===== config.mk =====
export PLATFORM = sky130hd
export DESIGN_NAME = gbia_merge
export DESIGN_NICKNAME = d
export VERILOG_FILES = /design/src/hdl/gbia_pkg.sv /design/src/hdl/gbia_merge.sv
export SDC_FILE = /design/constraint.sdc
export NUM_CORES = 1
export LEC_CHECK = 0
export BUFFER_PORTS_ARGS = -buffer_cell sky130_fd_sc_hd__buf_2
export CAP_MARGIN = 0
export CORE_ASPECT_RATIO = 2
export CORE_MARGIN = 8
export CORE_UTILIZATION = 47
export CTS_CLUSTER_SIZE = 8
export DETAILED_ROUTE_END_ITERATION = 10
export PLACE_DENSITY = 0.77
export SYNTH_ARGS = -nofsm -noshare
export SYNTH_HDL_FRONTEND = slang
export SYNTH_SLANG_ARGS = --single-unit

===== constraint.sdc =====
create_clock -name clk -period 0.8 [get_ports clk]
set_input_delay 0.08 -clock clk [delete_from_list [all_inputs] [get_ports clk]]
set_output_delay 0.08 -clock clk [all_outputs]
set_load 0.1 [all_outputs]

===== src/hdl/gbia_pkg.sv =====
// gbia_pkg: widths, payload types, request codes, register indexes and
// fixed-point constants shared by the gyro bias/integration core.
// No dependencies.
package gbia_pkg;

	localparam int AXES     = 3;
	localparam int REQ_W    = 2;
	localparam int RAW_W    = 16;
	localparam int RATE_W   = 19;
	localparam int SUM_W    = 28;
	localparam int BIAS_W   = 20;
	localparam int ACC_W    = 48;
	localparam int ANGLE_W  = 26;
	localparam int DELTA_W  = 28;
	localparam int MAG_W    = 12;
	localparam int SPIN_W   = 13;
	localparam int SCALE_W  = 2;
	localparam int DT_W     = 16;
	localparam int PADDR_W  = 3;
	localparam int PDATA_W  = 32;
	localparam int PROD_SHIFT = 7;

	typedef logic signed [RAW_W-1:0]   raw_t;
	typedef logic signed [RATE_W-1:0]  rate_t;
	typedef logic signed [SUM_W-1:0]   sum_t;
	typedef logic signed [BIAS_W-1:0]  bias_t;
	typedef logic signed [ACC_W-1:0]   acc_t;
	typedef logic signed [ANGLE_W-1:0] angle_t;
	typedef logic signed [DELTA_W-1:0] delta_t;
	typedef logic [MAG_W-1:0]          mag_t;
	typedef logic [SPIN_W-1:0]         spin_t;
	typedef logic [SCALE_W-1:0]        scale_t;
	typedef logic [DT_W-1:0]           dt_t;

	typedef enum logic [REQ_W-1:0] {
		REQ_CAL     = 2'd0,
		REQ_MEAS    = 2'd1,
		REQ_RESTART = 2'd2
	} req_t;

	// register index is paddr[2]
	localparam logic REG_SCALE = 1'b0;
	localparam logic REG_DT    = 1'b1;

	localparam scale_t SCALE_RESET = 2'd0;
	localparam dt_t    DT_RESET    = 16'd3277;

	localparam rate_t RATE_MAX = {1'b0, {(RATE_W-1){1'b1}}};
	localparam rate_t RATE_MIN = {1'b1, {(RATE_W-1){1'b0}}};
	localparam sum_t  SUM_MAX  = {1'b0, {(SUM_W-1){1'b1}}};
	localparam sum_t  SUM_MIN  = {1'b1, {(SUM_W-1){1'b0}}};
	localparam acc_t  ACC_MAX  = {1'b0, {(ACC_W-1){1'b1}}};
	localparam acc_t  ACC_MIN  = {1'b1, {(ACC_W-1){1'b0}}};

	// one full turn, Q16
	localparam longint TURN_Q16  = longint'(360) * longint'(65536);
	// whole turns one step can cover: |rate*dt|>>7 < 6 turns
	localparam int     TURN_MULT = 5;
	localparam longint ACC_MAX_L = (longint'(1) <<< (ACC_W-1)) - longint'(1);
	localparam angle_t REM_AT_MAX = ANGLE_W'(ACC_MAX_L % TURN_Q16);
	localparam angle_t REM_AT_MIN = ANGLE_W'(-((ACC_MAX_L + longint'(1)) % TURN_Q16));

	typedef struct packed {
		logic accept;
		req_t req_in;
		logic cal_done;
		logic ld_s2;
		logic ld_s3;
		logic ld_out;
		req_t req_s3;
	} ctrl_t;

endpackage


===== src/hdl/gbia_merge.sv =====
// gbia_merge: combines the three lanes' whole-deg/s magnitudes into the spin
// rate and holds the previous measurement's value. Depends on gbia_pkg.
module gbia_merge (
	input  logic                                  clk,
	input  logic                                  arst_n,
	input  gbia_pkg::ctrl_t                       ctrl,
	input  gbia_pkg::mag_t [gbia_pkg::AXES-1:0]   mag,
	output gbia_pkg::spin_t                       spin
);
	localparam int SPIN_W = gbia_pkg::SPIN_W;

	gbia_pkg::spin_t spin_max;
	gbia_pkg::spin_t spin_s3;
	gbia_pkg::spin_t last_spin_q;

	always_comb begin
		spin_max = '0;
		for (int i = 0; i < gbia_pkg::AXES; i++) begin
			if (SPIN_W'(mag[i]) > spin_max) begin
				spin_max = SPIN_W'(mag[i]);
			end
		end
	end

	always_ff @(posedge clk) begin
		if (ctrl.ld_s3) begin
			spin_s3 <= spin_max;
		end
	end

	assign spin = (ctrl.req_s3 == gbia_pkg::REQ_RESTART) ? '0 : last_spin_q;

	always_ff @(posedge clk or negedge arst_n) begin
		if (!arst_n) begin
			last_spin_q <= '0;
		end else if (ctrl.ld_out) begin
			if (ctrl.req_s3 == gbia_pkg::REQ_RESTART) begin
				last_spin_q <= '0;
			end else if (ctrl.req_s3 == gbia_pkg::REQ_MEAS) begin
				last_spin_q <= spin_s3;
			end
		end
	end
endmodule


==> impl_metrics.env, run 1 <==
export IMPL_outcome="did not finish"
export IMPL_stop_stage="5_1_grt"
export IMPL_error="[ERROR DPL-0038] Utilization greater than 100%, impossible to legalize"
export IMPL_root_buffer="clkbuf_8"
export IMPL_io_buffers=53
export IMPL_async_reset_ff_share_pct=50.0
export IMPL_syn_area_per_cell_um2=8.94
export IMPL_clockBufferDepth=2
export IMPL_cts_buffers=3
export IMPL_syn_cell_area_um2=2010
export IMPL_synth_common_cells="ha_1 (25), inv_1 (16), nand3_1 (15), o21ai_0 (15)"
export IMPL_synth_top_area_share_pct=17.9
export IMPL_rows=33
export IMPL_yosysTopAreaCell="edfxtp_1"
export IMPL_die_x_um=62.3
export IMPL_dp_cells=384
export IMPL_grt_start_max_net_pins=25
export IMPL_placed_area_um2=3230
export IMPL_die_height_um=109
export IMPL_ys_seq_elements=24
export IMPL_yosysMostFrequentCell="ha_1"
export IMPL_worstEndpointType="register input"
export IMPL_h_tree_depth=1
export IMPL_dp_hpwl_um=5200
export IMPL_syn_nets=297
export IMPL_yosysSeqAreaShare_pct=32.8
export IMPL_ios=60
export IMPL_synth_ff_type="edfxtp_1"
export IMPL_yosys_warnings=0
export IMPL_start_util_pct=49.2
export IMPL_synth_edf_count=12
export IMPL_routabilityCongestion=0.864
export IMPL_yosysUniqueCellTypes=38
export IMPL_synthCells=225
export IMPL_synth_area_top_cells="edfxtp_1 (18%), ha_1 (16%), dfrtp_1 (15%), a211oi_1 (4.5%), nand2b_1 (4.4%)"
export IMPL_grt_worst_setup_endpoint="spin_s3[9]$_DFFE_PP_/D"
export IMPL_clkSinkCount=24
[stage by stage]
stage          hold WS [ns]  worst slack (ns)  TNS (ns)  utilization, %
4_1_cts               0.192             -2.33    -30.94            91.5
3_5_place_dp        -0.0273             -2.78    -38.67            78.9
2_1_floorplan        -0.216             -2.34    -30.53               -
3_3_place_gp        -0.0328             -2.61    -36.18            78.9
[cells by family after synthesis]
| logic type | count (synthesis) | share of synthesized area [%] |
|---|---|---|
| flip-flops | 24 | 32.8 |
| multiplexers | 1 | 0.498 |
| other | 1 | 0.186 |
| buffers and inverters | 30 | 7.34 |
| AO/OA/AOI/OAI | 68 | 22.1 |
| AND/OR/NAND/NOR | 76 | 21.5 |
| adder cells (fa/ha/maj) | 25 | 15.5 |
[what timing repair did]
item	in CTS
buffers inserted	35
hold buffers	1
gates resized for setup	42
pin swaps	22
setup endpoints to repair	24
endpoints found under the hold margin	12
==> inputs of run 2 (changes only) <==
--- a/config.mk
+++ b/config.mk
@@ -7,12 +7,10 @@
 export LEC_CHECK = 0
 export BUFFER_PORTS_ARGS = -buffer_cell sky130_fd_sc_hd__buf_2
 export CAP_MARGIN = 0
-export CORE_ASPECT_RATIO = 2
 export CORE_MARGIN = 8
-export CORE_UTILIZATION = 47
-export CTS_CLUSTER_SIZE = 8
+export CORE_UTILIZATION = 32
 export DETAILED_ROUTE_END_ITERATION = 10
-export PLACE_DENSITY = 0.77
+export PLACE_DENSITY_LB_ADDON = 0.15
 export SYNTH_ARGS = -nofsm -noshare
 export SYNTH_HDL_FRONTEND = slang
 export SYNTH_SLANG_ARGS = --single-unit
==> constraint.sdc (replaced) <==
create_clock -name clk -period 1 [get_ports clk]
set_input_delay 0.1 -clock clk [delete_from_list [all_inputs] [get_ports clk]]
set_output_delay 0.1 -clock clk [all_outputs]
set_load 0.1 [all_outputs]
==> run 2 against run 1 <==
  * The flow now finishes, with violations (setup timing)
  * Synthesized area unchanged
  * Synthesized cell count unchanged
==> impl_metrics.env, run 2 <==
export IMPL_outcome="finished, violations left"
export IMPL_violations="setup timing"
export IMPL_grt_antenna_before_repair=0
export IMPL_wirelength_um=7140
export IMPL_drtAntennaViolNets=0
export IMPL_die_area_um2=9080
export IMPL_syn_cell_area_um2=2010
export IMPL_yosysUniqueCellTypes=38
export IMPL_p_leak_nw=2.02
export IMPL_clk_latency_ns=0.25
export IMPL_report_final_slew_viol_count=0
export IMPL_wire_per_inst_um=14.3
export IMPL_syn2layout_area_growth_pct=119
export IMPL_arrival_ns=3.13
export IMPL_largestRegisters="last_spin_q (12), spin_s3 (12)"
export IMPL_cp_max_fo=6
export IMPL_avgViaCountPerCell=4.76
export IMPL_max_slew_margin_pct=65.4
export IMPL_core_area_um2=6200
export IMPL_drive_gt1_share_pct=67.7
export IMPL_worstPathRequired_ns=1.00
export IMPL_rsz0062_at_grt="yes"
export IMPL_nNetsFinal=494
export IMPL_root_buffer="clkbuf_8"
export IMPL_met2_usage_pct=28.3
export IMPL_synthCells=225
export IMPL_hold_class="in -> reg"
export IMPL_synth_top_area_share_pct=17.9
export IMPL_placed_area_um2=3320
export IMPL_route_vias_total=2371
export IMPL_critPathLaunchType="input port"
export IMPL_clockBufferDepth=2
export IMPL_drtIter0Drc=63
export IMPL_ir_drop_uv=1010
export IMPL_synth_ff_type="edfxtp_1"
export IMPL_syn_area_per_cell_um2=8.94
export IMPL_yosysMostFrequentCell="ha_1"
export IMPL_async_reset_ff_share_pct=50.0
export IMPL_final_cell_mix="buf_4 (140), buf_2 (24), buf_6 (22), ha_4 (19), buf_12 (16)"
export IMPL_dr_pass1_iters=4
export IMPL_overflow=0
export IMPL_io_buffers=53
export IMPL_min_period_ns=3.14
export IMPL_yosysSeqAreaShare_pct=32.8
export IMPL_place_ws_ns=-2.54
export IMPL_grt_use_met1_pct=16.6
export IMPL_clk_pin_slew_worst_paths_ns=0.08
export IMPL_grt_util_all_layers_pct=14.9
export IMPL_grt_busiest_layer="met2"
export IMPL_die_x_um=95.3
export IMPL_syn_nets=297
export IMPL_finalCritPeriodShare_pct=314
export IMPL_dp_hpwl_um=4480
export IMPL_cts_tree="done"
export IMPL_finalWorstSetupSlack_ns=-2.14
export IMPL_grt_start_max_net_pins=25
export IMPL_final_common_cell="buf_4"
export IMPL_cp_slowest_stage_delay_ns=0.61
export IMPL_yosys_warnings=0
export IMPL_rows=29
export IMPL_cts_buffers=3
export IMPL_fin_area_um2=4410
export IMPL_grt_pass1_vias=2471
export IMPL_synth_edf_count=12
export IMPL_routabilityCongestion=0.800
export IMPL_r2r_slack_ns=0.14
export IMPL_ios=60
export IMPL_clkSinkCount=24
export IMPL_grt_first_pass_wirelength_um=11000
export IMPL_start_util_pct=32.4
export IMPL_synth_area_top_cells="edfxtp_1 (18%), ha_1 (16%), dfrtp_1 (15%), a211oi_1 (4.5%), nand2b_1 (4.4%)"
export IMPL_synth_common_cells="ha_1 (25), inv_1 (16), nand3_1 (15), o21ai_0 (15)"
export IMPL_maxCapViolCount=0
export IMPL_critical_path_slowest_cell="or4b_4"
export IMPL_remaining_drc_errors=0
export IMPL_h_tree_depth=1
export IMPL_cp_end_kind="flop"
export IMPL_worst_pin_slew_ns=0.517
export IMPL_timing_worst_setup_path_type="in -> reg"
export IMPL_finClkSkew_ns=0.00147
export IMPL_num_antenna_cells=0
export IMPL_max_freq_mhz=319
export IMPL_ys_seq_elements=24
export IMPL_finalSetupViolCount=24
export IMPL_power_density_nw_per_um2=1300
export IMPL_finalHoldViolCount=0
export IMPL_grt_use_met3_pct=1.50
export IMPL_crit_path_cell_trace="buf_8 > inv_4 > ha_4 > nand4_1 > or4b_4 > o21a_4 > o21ai_4 > and2_4 > ha_4 > a21o_1 > a221o_1 > a211oi_2 > a21o_1 > buf_6 > a31oi_2"
export IMPL_yosysTopAreaCell="edfxtp_1"
export IMPL_total_power_mw=5.72
export IMPL_die_height_um=95.3
==> run 2: cell counts after synthesis <==
Identical to the previous run, type by type.
==> run 2: cell type report <==
| cell class | instances | area (um2) |
|---|---|---|
| timing repair buffer | 206 | 1790 |
| multi-input combinational | 171 | 1720 |
| tap | 77 | 96.3 |
| clock inverter | 1 | 3.75 |
| clock buffer | 3 | 41.3 |
| fill | 445 | 1790 |
| sequential | 24 | 661 |
| inverter | 16 | 95.1 |
==> run 2: power by group <==
part | total [mW] | internal, mW | switching (mW)
logic | 3.79 | 1.94 | 1.86
clock network | 0.538 | 0.273 | 0.265
registers | 1.39 | 1.30 | 0.0889
total | 5.72 | 3.51 | 2.21
==> run 2: cell families after synthesis <==
kind of cell / count (synthesis) / synth area share (%)
AOI/OAI and AO/OA: 68 / 22.1
other: 1 / 0.186
muxes: 1 / 0.498
buffers and inverters: 30 / 7.34
adders and majority gates: 25 / 15.5
DFF: 24 / 32.8
and+or+nand+nor: 76 / 21.5
==> run 2: timing repair <==
action	4_1_cts	5_1_grt
gates cloned	0	1
setup endpoints to repair	24	33
hold buffers	1	0
pin swaps	29	25
gates resized for setup	54	35
endpoints found under the hold margin	12	0
setup buffers	65	14
==> run 2: path summary, 6_finish.rpt <==
| kind | start | endpoint | depth (start not counted) |
|---|---|---|---|
| worst max-delay path | mag[8] | spin_s3[11] | 15 |
| max in group asynchronous | arst_n | last_spin_q[7] | 2 |
| worst min register to register | last_spin_q[9] | last_spin_q[9] | 2 |
| worst min-delay path | ctrl[3] | spin_s3[2] | 1 |
| min in group asynchronous | arst_n | last_spin_q[4] | 2 |
| worst max register to register | last_spin_q[8] | last_spin_q[8] | 4 |
==> run 2: worst max-delay path: cells and delay by family <==
family	cells	cell delay (ns)
adders and majority gates	2	0.43
and+or+nand+nor	3	0.91
buffers and inverters	3	0.25
AOI/OAI and AO/OA	7	1.44
==> run 2: per-layer routing <==
| metal | vias up | wire [um] |
|---|---|---|
| li1 | 1210 | - |
| met1 | 1085 | 2800 |
| met2 | 59 | 3860 |
| met3 | 17 | 280 |
| met4 | 0 | 194 |
| met5 | - | 0 |
==> run 2: metrics by stage <==
step	cells	setup TNS, ns	util (%)	hold WS [ns]
final	498	-25.94	71.1	0.218
after global routing	498	-28.09	71.1	0.236
after CTS	486	-25.93	66.6	0.215
after detailed placement	416	-31.95	53.4	-0.0144
after global placement	416	-31.24	53.4	-0.0122
after floorplan	225	-26.35	-	-0.196
Power figures use the tool's default switching activity.
